--- config.mk ---
export PLATFORM = sky130hd
export DESIGN_NAME = base64_stream_decoder_top
export DESIGN_NICKNAME = d
export VERILOG_FILES = /design/src/rtl/b64d_pkg.sv /design/src/rtl/b64d_front.sv /design/src/rtl/b64d_queue.sv /design/src/rtl/b64d_back.sv /design/src/rtl/base64_stream_decoder_top.sv
export VERILOG_INCLUDE_DIRS = /design/src /design/src/rtl
export SDC_FILE = /design/constraint.sdc
export NUM_CORES = 1
export LEC_CHECK = 0
export BUFFER_PORTS_ARGS = -buffer_cell sky130_fd_sc_hd__buf_2
export CAP_MARGIN = 25
export CELL_PAD_IN_SITES_DETAIL_PLACEMENT = 1
export CELL_PAD_IN_SITES_GLOBAL_PLACEMENT = 2
export CORE_MARGIN = 1.5
export CORE_UTILIZATION = 41
export DETAILED_ROUTE_END_ITERATION = 12
export PLACE_DENSITY = 0.79
export SLEW_MARGIN = 20
export SYNTH_ARGS = -nofsm -noshare
export SYNTH_HDL_FRONTEND = slang
export SYNTH_SLANG_ARGS = --single-unit
--- constraint.sdc ---
create_clock -name clk -period 4.75 [get_ports clk]
set_clock_uncertainty 0.05 [all_clocks]
set_input_delay 1.425 -clock clk [delete_from_list [all_inputs] [get_ports clk]]
set_output_delay 1.425 -clock clk [all_outputs]
set_load 0.05 [all_outputs]
--- src/rtl/base64_stream_decoder_top_macros.svh ---
// assertion macros for the base64 stream decoder
// used by base64_stream_decoder_top, expects a clock clk and a reset rst in scope
`ifndef BASE64_STREAM_DECODER_TOP_MACROS_SVH
`define BASE64_STREAM_DECODER_TOP_MACROS_SVH

// implication property checked on every clock edge outside reset
`define B64D_ASSERT(label, prop, msg) \
  label: assert property (@(posedge clk) disable iff (rst) (prop)) else $error(msg);

// condition that must never be true outside reset
`define B64D_NEVER(label, cond, msg) \
  `B64D_ASSERT(label, !(cond), msg)

`endif

--- src/rtl/b64d_pkg.sv ---
// shared types and helpers for the base64 stream decoder
// no dependencies; imported by every module of the block
package b64d_pkg;

  localparam int unsigned SEXTET_W = 6;
  localparam int unsigned TOTAL_W  = 16;
  localparam int unsigned QDEPTH   = 4;

  localparam logic [7:0] CHAR_PAD   = 8'h3D;  // '='
  localparam logic [7:0] CHAR_PLUS  = 8'h2B;  // '+'
  localparam logic [7:0] CHAR_SLASH = 8'h2F;  // '/'
  localparam logic [7:0] CHAR_UA    = 8'h41;
  localparam logic [7:0] CHAR_UZ    = 8'h5A;
  localparam logic [7:0] CHAR_LA    = 8'h61;
  localparam logic [7:0] CHAR_LZ    = 8'h7A;
  localparam logic [7:0] CHAR_D0    = 8'h30;
  localparam logic [7:0] CHAR_D9    = 8'h39;

  localparam logic [1:0] POS_LAST = 2'd3;

  // one queued unit of work for the back end: a decoded quartet or a bare end marker
  typedef struct packed {
    logic [23:0]        word;
    logic [2:0]         mask;      // bit 2 first byte, bit 0 third byte
    logic               msg_end;
    logic               err;
    logic [TOTAL_W-1:0] total;
  } b64d_entry_t;

  // front status seen by the top level checks
  typedef struct packed {
    logic [1:0] pos;
    logic       err_latch;
  } b64d_front_stat_t;

  // {bad, value}: bad set when the character is outside the alphabet
  function automatic logic [SEXTET_W:0] sextet_of(input logic [7:0] ch);
    logic [SEXTET_W:0] r;
    r = {1'b1, 6'd0};
    if (ch >= CHAR_UA && ch <= CHAR_UZ) r = {1'b0, 6'(ch - CHAR_UA)};
    else if (ch >= CHAR_LA && ch <= CHAR_LZ) r = {1'b0, 6'(ch - CHAR_LA + 8'd26)};
    else if (ch >= CHAR_D0 && ch <= CHAR_D9) r = {1'b0, 6'(ch - CHAR_D0 + 8'd52)};
    else if (ch == CHAR_PLUS) r = {1'b0, 6'd62};
    else if (ch == CHAR_SLASH) r = {1'b0, 6'd63};
    return r;
  endfunction

endpackage

--- src/rtl/b64d_front.sv ---
// front end: accepts characters, assembles quartets, keeps error and byte count
// depends on b64d_pkg; feeds b64d_queue
module b64d_front
  import b64d_pkg::*;
#(
  parameter int unsigned COUNT_WIDTH = 16
) (
  input  logic             clk,
  input  logic             rst,
  input  logic             accept,
  input  logic [7:0]       char_code,
  input  logic             is_final,
  output logic             push,
  output b64d_entry_t      entry,
  output b64d_front_stat_t stat
);

  logic [1:0]             pos, pos_next;
  logic [17:0]            store, store_next;
  logic                   third_pad, third_pad_next;
  logic                   err_latch, err_latch_next;
  logic [COUNT_WIDTH-1:0] count, count_next;

  logic [SEXTET_W:0]      sx;
  logic                   pad, pad_ok, err_now;
  logic [SEXTET_W-1:0]    v;
  logic [2:0]             mask;
  logic [1:0]             nbytes;
  logic [COUNT_WIDTH+1:0] sum;
  logic [COUNT_WIDTH-1:0] count_sat;
  logic [32:0]            count_ext;

  localparam logic [COUNT_WIDTH+1:0] COUNT_MAX = {2'b00, {COUNT_WIDTH{1'b1}}};

  always_comb begin
    sx      = sextet_of(char_code);
    pad     = (char_code == CHAR_PAD);
    pad_ok  = (pos >= 2'd2) && pad;
    err_now = !pad_ok && sx[SEXTET_W];
    v       = (pad_ok || sx[SEXTET_W]) ? '0 : sx[SEXTET_W-1:0];
    mask    = {1'b1, !third_pad, !pad};
    nbytes  = (pos == POS_LAST) ? (2'd1 + 2'(!third_pad) + 2'(!pad)) : 2'd0;
    sum     = (COUNT_WIDTH+2)'(count) + (COUNT_WIDTH+2)'(nbytes);
    count_sat = (sum > COUNT_MAX) ? COUNT_MAX[COUNT_WIDTH-1:0] : sum[COUNT_WIDTH-1:0];
    count_ext = 33'(count_sat);

    entry.word    = {store, v};
    entry.mask    = (pos == POS_LAST) ? mask : 3'b000;
    entry.msg_end = is_final;
    entry.err     = err_latch || err_now;
    entry.total   = (count_ext > 33'hFFFF) ? {TOTAL_W{1'b1}} : count_ext[TOTAL_W-1:0];
    push          = accept && ((pos == POS_LAST) || is_final);

    pos_next       = pos;
    store_next     = store;
    third_pad_next = third_pad;
    err_latch_next = err_latch;
    count_next     = count;
    if (accept) begin
      err_latch_next = err_latch || err_now;
      count_next     = count_sat;
      if (pos == POS_LAST) begin
        pos_next       = 2'd0;
        store_next     = '0;
        third_pad_next = 1'b0;
      end else begin
        pos_next   = pos + 2'd1;
        store_next = {store[11:0], v};
        if (pos == 2'd2) third_pad_next = pad;
      end
      if (is_final) begin
        pos_next       = 2'd0;
        store_next     = '0;
        third_pad_next = 1'b0;
        err_latch_next = 1'b0;
        count_next     = '0;
      end
    end
  end

  always_ff @(posedge clk) begin
    if (rst) begin
      pos       <= '0;
      store     <= '0;
      third_pad <= 1'b0;
      err_latch <= 1'b0;
      count     <= '0;
    end else begin
      pos       <= pos_next;
      store     <= store_next;
      third_pad <= third_pad_next;
      err_latch <= err_latch_next;
      count     <= count_next;
    end
  end

  assign stat.pos       = pos;
  assign stat.err_latch = err_latch;

endmodule

--- src/rtl/b64d_queue.sv ---
// short queue of decoded quartets between front and back end
// depends on b64d_pkg
module b64d_queue
  import b64d_pkg::*;
(
  input  logic        clk,
  input  logic        rst,
  input  logic        push,
  input  b64d_entry_t din,
  input  logic        pop,
  output b64d_entry_t dout,
  output logic        full,
  output logic        empty
);

  localparam int unsigned AW = $clog2(QDEPTH);

  b64d_entry_t    slots [QDEPTH];
  logic [AW-1:0]  wr_ptr, rd_ptr;
  logic [AW:0]    fill;

  assign full  = (fill == (AW+1)'(QDEPTH));
  assign empty = (fill == '0);
  assign dout  = slots[rd_ptr];

  always_ff @(posedge clk) begin
    if (push) slots[wr_ptr] <= din;
  end

  always_ff @(posedge clk) begin
    if (rst) begin
      wr_ptr <= '0;
      rd_ptr <= '0;
      fill   <= '0;
    end else begin
      if (push) wr_ptr <= wr_ptr + 1'b1;
      if (pop)  rd_ptr <= rd_ptr + 1'b1;
      fill <= fill + (AW+1)'(push) - (AW+1)'(pop);
    end
  end

endmodule

--- src/rtl/b64d_back.sv ---
// back end: splits each queued quartet into byte results behind an output register
// depends on b64d_pkg; reads b64d_queue
module b64d_back
  import b64d_pkg::*;
(
  input  logic               clk,
  input  logic               rst,
  input  b64d_entry_t        head,
  input  logic               empty,
  output logic               pop,
  output logic               out_valid,
  input  logic               out_stall,
  output logic [7:0]         data_byte,
  output logic               byte_valid,
  output logic               end_of_message,
  output logic               decode_error,
  output logic [TOTAL_W-1:0] total_bytes
);

  logic [2:0] sent;
  logic [2:0] pending, pick, rest;
  logic [7:0] sel_byte;
  logic       load, last;

  always_comb begin
    pending  = head.mask & ~sent;
    pick     = 3'b000;
    sel_byte = 8'd0;
    priority if (pending[2]) begin
      pick     = 3'b100;
      sel_byte = head.word[23:16];
    end else if (pending[1]) begin
      pick     = 3'b010;
      sel_byte = head.word[15:8];
    end else if (pending[0]) begin
      pick     = 3'b001;
      sel_byte = head.word[7:0];
    end else begin
      // bare end marker, or nothing queued
      pick     = 3'b000;
      sel_byte = 8'd0;
    end
    rest = pending & ~pick;
    last = (rest == 3'b000);
    load = !empty && (!out_valid || !out_stall);
    pop  = load && last;
  end

  always_ff @(posedge clk) begin
    if (rst) begin
      sent      <= '0;
      out_valid <= 1'b0;
    end else begin
      if (load) begin
        sent      <= last ? 3'b000 : (sent | pick);
        out_valid <= 1'b1;
      end else if (!out_stall) begin
        out_valid <= 1'b0;
      end
    end
  end

  always_ff @(posedge clk) begin
    if (load) begin
      data_byte      <= sel_byte;
      byte_valid     <= |pick;
      end_of_message <= last && head.msg_end;
      decode_error   <= last && head.msg_end && head.err;
      total_bytes    <= (last && head.msg_end) ? head.total : '0;
    end
  end

endmodule

--- src/rtl/base64_stream_decoder_top.sv ---
// top level of the base64 stream decoder
// depends on b64d_pkg, b64d_front, b64d_queue, b64d_back and the assertion macro header
`include "base64_stream_decoder_top_macros.svh"

// base64 text decoder, standard alphabet, one character per transaction on the input
// side. throughput is one character per clock while the queue has room: the front
// end updates the quartet state on each accepted character, and the back end hands
// out one result per clock from an output register while the output is not stalled,
// so four characters (at most three bytes) never outrun it. a decoded quartet
// travels through a four entry queue as one word with a byte mask; the back end
// then emits its one to three bytes, most significant first. the first byte passes
// from the queue through the output register to the output. the input stalls only
// when the queue is full, which happens only after the output side has stalled.
// a final character that leaves a partial quartet gives a single end result with
// byte_valid low; otherwise the end flags, error flag and byte total ride on the
// last byte of the quartet. results other than the end result show zero error and
// zero total. all quartet state, the error latch and the byte counter clear after
// the final character, so the next message starts clean.
module base64_stream_decoder_top
  import b64d_pkg::*;
#(
  parameter int unsigned COUNT_WIDTH = 16
) (
  input  logic               clk,
  input  logic               rst,
  input  logic               in_valid,
  output logic               in_stall,
  input  logic [7:0]         char_code,
  input  logic               is_final,
  output logic               out_valid,
  input  logic               out_stall,
  output logic [7:0]         data_byte,
  output logic               byte_valid,
  output logic               end_of_message,
  output logic               decode_error,
  output logic [TOTAL_W-1:0] total_bytes
);

  logic             accept;
  logic             push, pop, full, empty;
  b64d_entry_t      entry, head;
  b64d_front_stat_t fstat;

  // conditions watched by the checks at the end
  logic             fin_taken, front_clean, mid_fields_set, empty_unclean;

  // input transaction completes when the queue has room
  assign in_stall = full;
  assign accept   = in_valid && !full;

  b64d_front #(
    .COUNT_WIDTH (COUNT_WIDTH)
  ) u_front (
    .clk       (clk),
    .rst       (rst),
    .accept    (accept),
    .char_code (char_code),
    .is_final  (is_final),
    .push      (push),
    .entry     (entry),
    .stat      (fstat)
  );

  b64d_queue u_queue (
    .clk   (clk),
    .rst   (rst),
    .push  (push),
    .din   (entry),
    .pop   (pop),
    .dout  (head),
    .full  (full),
    .empty (empty)
  );

  b64d_back u_back (
    .clk            (clk),
    .rst            (rst),
    .head           (head),
    .empty          (empty),
    .pop            (pop),
    .out_valid      (out_valid),
    .out_stall      (out_stall),
    .data_byte      (data_byte),
    .byte_valid     (byte_valid),
    .end_of_message (end_of_message),
    .decode_error   (decode_error),
    .total_bytes    (total_bytes)
  );

  assign fin_taken      = accept && is_final;
  assign front_clean    = (fstat.pos == 2'd0) && !fstat.err_latch;
  assign mid_fields_set = out_valid && !end_of_message && (decode_error || total_bytes != '0);
  assign empty_unclean  = out_valid && !byte_valid && (data_byte != 8'd0 || !end_of_message);

  // a final character always leaves the front end at the start of a clean quartet
  `B64D_ASSERT(a_final_clears, fin_taken |=> front_clean, "front not cleared after final")
  // only the end result carries the error flag and the byte total
  `B64D_NEVER(a_mid_fields, mid_fields_set, "error or total on a result that is not the end")
  // a result without a byte shows a zero data byte and must be an end result
  `B64D_NEVER(a_empty_result, empty_unclean, "empty result that is not a clean end result")

endmodule

### Yosys cells after proc, flatten, opt, wreduce, memory -nomap -nowiden

Memory sizes are Yosys's and may differ from the RTL's. A register that Yosys moved wholly into a read port is not among the register bits.
Index checks and enable logic that the tools add are counted.

* output and inout bits: 29
* RAM bits: 180
* logic and storage cells: 107
* memories kept: 1
* register bits: 76

Memories
* u_queue.slots: depth 4, width 45, read ports 1, clocked after memory_dff 1, write ports 1, line b64d_queue.sv:18 `b64d_entry_t slots [QDEPTH];`

* reduce and logical (&&, ||, !) cells: 27
* magnitude comparators: 8
* bitwise operators: 5
* equality and inequality tests: 7
* muxes and demuxes: 31
* add/sub/neg operators: 13

Operators with widths (number)
* 18-bit 2-to-1 mux: 2
* 7-bit 2-to-1 mux: 5
* 16-bit 2-to-1 mux: 2
* 8-bit by 6-bit equality test with 1-bit output, second input constant: 3
* 8-bit 2-to-1 mux: 3
* 18-bit by 16-bit greater-than comparator with 1-bit output, second input constant: 1
* 16-bit by 2-bit adder with 17-bit output: 1
* 8-bit by 7-bit greater-or-equal comparator with 1-bit output, second input constant: 2
* 8-bit by 7-bit <= comparator with 1-bit output, second input constant: 2
* 3-bit 2-to-1 mux: 4
* 6-bit subtractor, second input constant: 2
* 1-bit logical AND: 11
* 2-bit 2-to-1 mux: 5
* 1-bit 2-to-1 mux: 9
* 8-bit by 6-bit greater-or-equal comparator with 1-bit output, second input constant: 1
* 8-bit by 6-bit <= comparator with 1-bit output, second input constant: 1
* 1-bit logical NOT: 7
* 2-bit by 1-bit adder with 2-bit output, second input constant: 3
* 6-bit by 5-bit adder with 6-bit output, second input constant: 1
* 6-bit adder, second input constant: 1
* 3-bit AND: 2
* 3-bit logical NOT: 2
* 6-bit 2-to-1 mux: 1
* 3-bit NOT: 2
* 14 further kinds: 18

### Logic depth before layout (Yosys ltp)

Gate-level depths: netlist (run 1).

* depth after elaboration: 11
* gate-level depth with buffers: 14
* mapped depth without buffers: 12

### Modules after synthesis

From an unflattened synthesis (run 1), not the netlist that was laid out.

* cells, all modules: 691
* area total of the unflattened synthesis: 11040.6 µm²

By module, submodules not included
* b64d_queue: cells an instance 277, seq. area each 5585.4 µm², area each 6993.0 µm², times used 1
* b64d_front: cells an instance 322, seq. area each 760.7 µm², area each 2643.8 µm², times used 1
* b64d_back: cells an instance 91, seq. area each 890.9 µm², area each 1390.1 µm², times used 1
* base64_stream_decoder_top: cells an instance 1, seq. area each 0.0 µm², area each 13.8 µm², times used 1

### Worst setup path before layout (run 1)

OpenSTA, ideal clock, no wires.

* kind: input port to flip-flop
* start: input port out_stall
* end: register u_queue.fill[2]
* cell stages on the path: 10
* buffers on the path: 0
* slack: -0.002 ns
* data arrival time: 4.575 ns
* library setup time: 0.128 ns
* cells stage by stage: a21oi_1 -> and2_4 -> ha_1 -> inv_1 -> ha_1 -> inv_1 -> fa_1 -> xor2_1 -> xnor2_1 -> nor2_1

* word-level cells in the longest chain between the ends: 5

Ends and longest elaborated chain
* start, declared: line base64_stream_decoder_top.sv:31 `input logic out_stall,`
* 1-bit logical NOT: line b64d_back.sv:45 `load = !empty && (!out_valid || !out_stall);`
* 1-bit logical OR: line b64d_back.sv:45
* 1-bit logical AND: line b64d_back.sv:45
* 1-bit logical AND: line b64d_back.sv:46 `pop = load && last;`
* named net pop: line base64_stream_decoder_top.sv:40 `logic push, pop, full, empty;`
* 3-bit by 1-bit subtractor with 3-bit output: line b64d_queue.sv:38 `fill <= fill + (AW+1)'(push) - (AW+1)'(pop);`
* end signal, assigned: line b64d_queue.sv:38
* end, declared: line b64d_queue.sv:20 `logic [AW:0] fill;`

The timed path passes the listed nets, and every way through them passes these cells.
A chain may end at the register's enable or synchronous reset.

==> flow_metrics.tcl, run 1 <==
set metrics [dict create \
    status "complete, no violations" \
    cp-start-kind "input port" \
    slowest_delay_ns 0.57 \
    clock_latency_ns 0.52 \
    h-tree-depth 1 \
    ctsRootBufferMaster "clkbuf_16" \
    dr.first_iter.drc_count 407 \
    die_area_um2 27200 \
    period_share_pct 88.0 \
    cts_resized 0 \
    cp-end-kind "flop" \
    hold_path.class "reg -> reg" \
    fmax_mhz 239 \
    place_area_um2 11300 \
    synth_top_area_share_pct 57.8 \
    syn_nets 723 \
    pwr-share-seq_pct 44.0 \
    synthCells 691 \
    start_util_pct 41.5 \
    worst_pin_slew_ns 1.00 \
    grt_usage_pct 17.9 \
    wl_um 23500 \
    rsz0062_at_grt "false" \
    synth_cell_type_count 65 \
    worst_ir_drop_vdd_mv 0.355 \
    final_common_cell "edfxtp_1" \
    postCtsSetupRepairBufs 0 \
    grt_pass1_wl_um 37400 \
    place_congestion 0.775 \
    p_sw_mw 1.98 \
    power_switching_share_pct 31.3 \
    grt_max_degree 46 \
    die_x_um 165 \
    cts_buffer_depth 3 \
    power.leakage_nw 4.25 \
    design_power_total_mw 6.31 \
    worst_slack_ns 0.569 \
    worst-setup-path-type "in -> reg" \
    yosysSeqAreaShare_pct 67.3 \
    rows 59 \
    fin_nets 767 \
    clk_pin_slew_worst_paths_ns 0.06 \
    placement.io_buffers 41 \
    coreArea_um2 25900 \
    comb_power_share_pct 24.6 \
    drive_gt1_share_pct 23.0 \
    syn_area_um2 10800 \
    finalMaxSlewViolations 0 \
    grt-ovfl-total 0 \
    cts_tree "built" \
    yosys.area.top_type "edfxtp_1" \
    post-dp-hpwl_um 14200 \
    synthFlopType "edfxtp_1" \
    cts_sinks 258 \
    critPathRequiredTime_ns 5.16 \
    design_area_um2 12200 \
    stdcell_count 1090 \
    clockPowerShare_pct 31.4 \
    async_flop_share_pct 0 \
    crit_chain "buf_2 > nor4bb_1 > and3_1 > xnor2_1 > and2_1 > ha_1 > fa_1 > nand2_1 > nor3_1 > a31oi_1 > a21oi_1 > a22o_1" \
    detail_route.vias_per_cell 5.60 \
    synthTopCellsByArea "edfxtp_1 58%, dfxtp_1 9.5%, mux4_2 9.4%, a21oi_1 2.0%, ha_1 2.0%" \
    syn_avg_cell_area_um2 15.6 \
    internal-power_mw 4.34 \
    hold_violations 0 \
    yosysWarnings 0 \
    final_util_pct 46.9 \
    relSlewSlack_pct 32.9 \
    dp.cells 1042 \
    crit_fanout 10 \
    synth-edff-count 207 \
    min_period_ns 4.18 \
    num-fill-cells 2525 \
    drc 0 \
    num_antenna_cells 0 \
    p_per_area_nw_per_um2 520 \
    antenna_found_initial 1 \
    drt-wirelength-per-cell_um 21.6 \
    area_growth_pct 13.0 \
    io_pins 42 \
    cts_buffers 26 \
    final_cell_mix "207 x edfxtp_1, 49 x dfxtp_1, 45 x mux4_2" \
    synth-seq-cells 258 \
    tns_ns 0 \
    setup_violations 0 \
    antenna_left 0 \
    crit_path_top_delay_cell "nor3_1" \
    post-place-ws_ns 0.116 \
    vias 6107 \
    dieHeight_um 165 \
    fin_hold_ws_ns 0.434 \
    dr.pass1.iters 5 \
    cpLargestDelayFamily "simple AND/OR/NAND/NOR gates" \
    cap_violations 0 \
    postCtsHoldBufs 0 \
    grt_pass1_vias 6551 \
    cp_num_buf_inv 1 \
    critPathArrivalTime_ns 4.59 \
]
flip-flops by register name, indices dropped and copies added (netlist names), named ones only:
| signal | count |
|---|---|
| u_back.byte_valid | 1 |
| u_back.data_byte | 8 |
| u_back.decode_error | 1 |
| u_back.end_of_message | 1 |
| u_back.out_valid | 1 |
| u_back.sent | 3 |
| u_back.total_bytes | 16 |
| u_front.count | 16 |
| u_front.err_latch | 1 |
| u_front.pos | 2 |
| u_front.store | 18 |
| u_front.third_pad | 1 |
| u_queue.fill | 3 |
| u_queue.rd_ptr | 2 |
| u_queue.slots | 180 |
| u_queue.wr_ptr | 2 |
power by group through the flow:
stage / Sequential, mW / Combinational, mW / Clock, mW
after floorplan: 3.25 / 0.761 / 0
after global placement: 2.81 / 1.53 / 0
after detailed placement: 2.83 / 1.57 / 0
after CTS: 2.79 / 1.57 / 2.01
after global routing: 2.80 / 1.67 / 2.10
final: 2.78 / 1.55 / 1.98
synthesized netlist by cell type, types with 5 or more instances:
library cell,number
mux4_2,45
and3_1,30
o21ai_0,11
a211oi_1,6
nor3_1,8
edfxtp_1,207
nand3_1,25
nor2_1,31
and2_1,5
buf_6,5
a22oi_1,9
clkbuf_1,17
a21o_1,7
nand2b_1,6
nor2b_1,7
xnor2_1,14
inv_1,15
a21oi_1,43
a22o_1,6
ha_1,17
dfxtp_1,51
buf_2,13
nand2_1,36
cells by family (layout without fill, tap and decap cells):
kind of cell    Yosys count  after routing  share of synthesized area (%)
flops                   258            258                           67.3
simple gates            173            173                           8.81
compound gates          120            120                           7.83
buf+inv                  55            119                           2.43
mux                      48             48                           9.75
fa+ha+maj                20             20                           2.48
xor+xnor                 17             17                           1.38
final cells by class:
type / count / area, um^2 / area share [%]
flip-flops and latches: 258 / 7240 / 59.6
clock inverters: 14 / 121 / 0.999
well taps: 335 / 419 / 3.45
repair buffers: 56 / 330 / 2.72
clock buffers: 34 / 712 / 5.86
multi-input cells: 378 / 3270 / 26.9
inverters: 15 / 56.3 / 0.463
final timing paths:
check / to / slack, ns / cells after the start / startpoint
max: u_front.count[12] / 0.57 / 12 / char_code[5]
min: u_back.sent[0] / 0.43 / 1 / u_back.sent[0]
max reg2reg: u_queue.fill[2] / 1.47 / 13 / flop
min reg2reg: u_back.sent[0] / 0.43 / 1 / u_back.sent[0]
per-layer routing:
metal,track usage (%),vias up,share of wire (%)
li1,-,2781,-
met1,24.9,3161,45
met2,30.0,135,49
met3,1.96,30,3.9
met4,5.00,0,2.1
met5,0,-,0
worst register-to-register path: stages (launching register included):
cell	delay, ns
dfxtp_2	0.39
mux4_2	0.53
nand2b_1	0.09
buf_4	0.25
maj3_4	0.40
and2_4	0.23
ha_1	0.23
inv_1	0.05
ha_1	0.14
inv_1	0.05
fa_1	0.37
xor2_1	0.18
xnor2_1	0.15
nor2_1	0.06
Note: power is estimated with default switching activity, not from simulation.
==> inputs of run 2 (changes only) <==
--- a/config.mk
+++ b/config.mk
@@ -10,7 +10,6 @@
 export CAP_MARGIN = 25
 export CELL_PAD_IN_SITES_DETAIL_PLACEMENT = 1
 export CELL_PAD_IN_SITES_GLOBAL_PLACEMENT = 2
-export CORE_MARGIN = 1.5
 export CORE_UTILIZATION = 41
 export DETAILED_ROUTE_END_ITERATION = 12
 export PLACE_DENSITY = 0.79
==> constraint.sdc (replaced) <==
create_clock -name clk -period 4.75 [get_ports clk]
set_clock_uncertainty 0.05 [all_clocks]
set_input_delay 0.7125 -clock clk [delete_from_list [all_inputs] [get_ports clk]]
set_output_delay 0.7125 -clock clk [all_outputs]
set_load 0.05 [all_outputs]
==> flow_metrics.tcl, run 2 (synthesis results as in run 1) <==
set metrics [dict create \
    status "complete, no violations" \
    finalMaxSlewViolations 0 \
    critPathArrivalTime_ns 3.76 \
    crit_path_top_delay_cell "nor4_4" \
    wl_um 23500 \
    antenna_left 0 \
    largest-register "u_queue.slots" \
    dieHeight_um 164 \
    io_pins 42 \
    grt-ovfl-total 0 \
    min_period_ns 3.39 \
    placement.io_buffers 41 \
    hold_path.class "in -> reg" \
    cts_buffer_depth 3 \
    cts_resized 0 \
    regArea_um2 7240 \
    detail_route.vias_per_cell 5.60 \
    ctsRootBufferMaster "clkbuf_16" \
    top_regs "u_queue.slots: 180 flops, u_front.store: 18 flops" \
    fin_nets 767 \
    cts_tree "built" \
    postCtsSetupRepairBufs 0 \
    postCtsHoldBufs 0 \
    multi_input_area_um2 3270 \
    worst_ir_drop_vdd_mv 0.259 \
    clk_pin_slew_worst_paths_ns 0.06 \
    start_util_pct 42.2 \
    clock_latency_ns 0.53 \
    die_x_um 164 \
    fmax_mhz 295 \
    power.leakage_nw 4.25 \
    final_cell_mix "207 x edfxtp_1, 49 x dfxtp_1, 45 x mux4_2" \
    vias 6069 \
    dr.first_iter.drc_count 313 \
    drive_gt1_share_pct 23.3 \
    grt_pass1_wl_um 37100 \
    rsz0062_at_grt "false" \
    dr.pass1.iters 5 \
    grt_max_degree 43 \
    worst_pin_slew_ns 0.892 \
    h-tree-depth 1 \
    drt-wirelength-per-cell_um 21.6 \
    num-fill-cells 2479 \
    rows 58 \
    area_growth_pct 12.7 \
    critPathRequiredTime_ns 5.12 \
    grt_usage_pct 18.1 \
    drc 0 \
    crit_chain "buf_2 > nor4bb_1 > buf_4 > and3_1 > xnor2_1 > and2_1 > ha_1 > fa_1 > nand2_1 > nor4_4 > nand2_4 > a31o_2 > a211oi_1" \
    final_common_cell "edfxtp_1" \
    crit_fanout 26 \
    antenna_found_initial 0 \
    die_area_um2 26900 \
    critPathLaunch "char_code[5]" \
    cts_sinks 258 \
    cp_num_buf_inv 2 \
    setup_violations 0 \
    cap_violations 0 \
    cpLargestDelayFamily "simple AND/OR/NAND/NOR gates" \
    slowest_delay_ns 0.33 \
    place_congestion 0.809 \
    relSlewSlack_pct 40.5 \
    cts_buffers 25 \
    grt_pass1_vias 6554 \
    largest_register_ffs 180 \
    post-dp-hpwl_um 14800 \
    coreArea_um2 25500 \
    fin_hold_ws_ns 0.434 \
    p_per_area_nw_per_um2 519 \
    cp-start-kind "input port" \
    cp-end-kind "flop" \
    period_share_pct 71.3 \
    tns_ns 0 \
    min_from "out_stall" \
    num_antenna_cells 0 \
    hold_violations 0 \
    worst-setup-path-type "in -> reg" \
]
-- run 2: routing by layer --
| layer | routed length (um) | global-route usage [%] | vias to the layer above |
|---|---|---|---|
| met5 | 0 | 0 | - |
| met4 | 342 | 4.71 | 0 |
| met3 | 721 | 1.89 | 25 |
| met2 | 11600 | 30.5 | 106 |
| met1 | 10800 | 25.0 | 3161 |
| li1 | - | - | 2777 |
-- run 2: report_power, final --
group          internal [mW]  leakage (nW)  total [mW]  switching, mW
clock                   1.14         0.405        1.95          0.816
combinational          0.476          1.52        1.56           1.09
sequential              2.70          2.32        2.78         0.0756
total                   4.32          4.25        6.30           1.98
-- run 2: cell type report --
type                       count  share of cell area, %
clock buffer                  33                   5.74
clock inverter                13                  0.981
inverter                      15                  0.465
multi-input combinational    378                   27.0
sequential                   258                   59.7
tap                          330                   3.41
timing repair buffer          57                   2.68
-- run 2: path summary, 6_finish.rpt --
kind	to	slack, ns	depth (start not counted)
setup / recovery	u_front.count[10]	1.36	13
hold / removal	u_back.out_valid	0.43	3
setup reg to reg	u_queue.fill[2]	1.48	13
hold reg to reg	u_back.sent[0]	0.44	1
-- run 2: metrics by stage --
stage / setup slack [ns] / cells / utilization (%) / power [mW] / area (um^2)
finish: 1.36 / 1084 / 47.6 / 6.30 / 12100
global route: 1.06 / 1084 / 47.6 / 6.53 / 12100
CTS: 1.35 / 1083 / 47.6 / 6.35 / 12100
detailed placement: 0.805 / 1037 / 44.4 / 4.41 / 11300
global placement: 0.893 / 1037 / 44.4 / 4.36 / 11300
floorplan: 0.710 / 691 / - / 4.01 / 10800
-- run 2: worst register-to-register path: cells and delay by family, from the launching register on --
kind	cells	cell delay, ns
simple gates	3	0.36
buf+inv	3	0.39
mux	1	0.53
fa+ha+maj	4	1.14
xor+xnor	2	0.31
flops	1	0.39
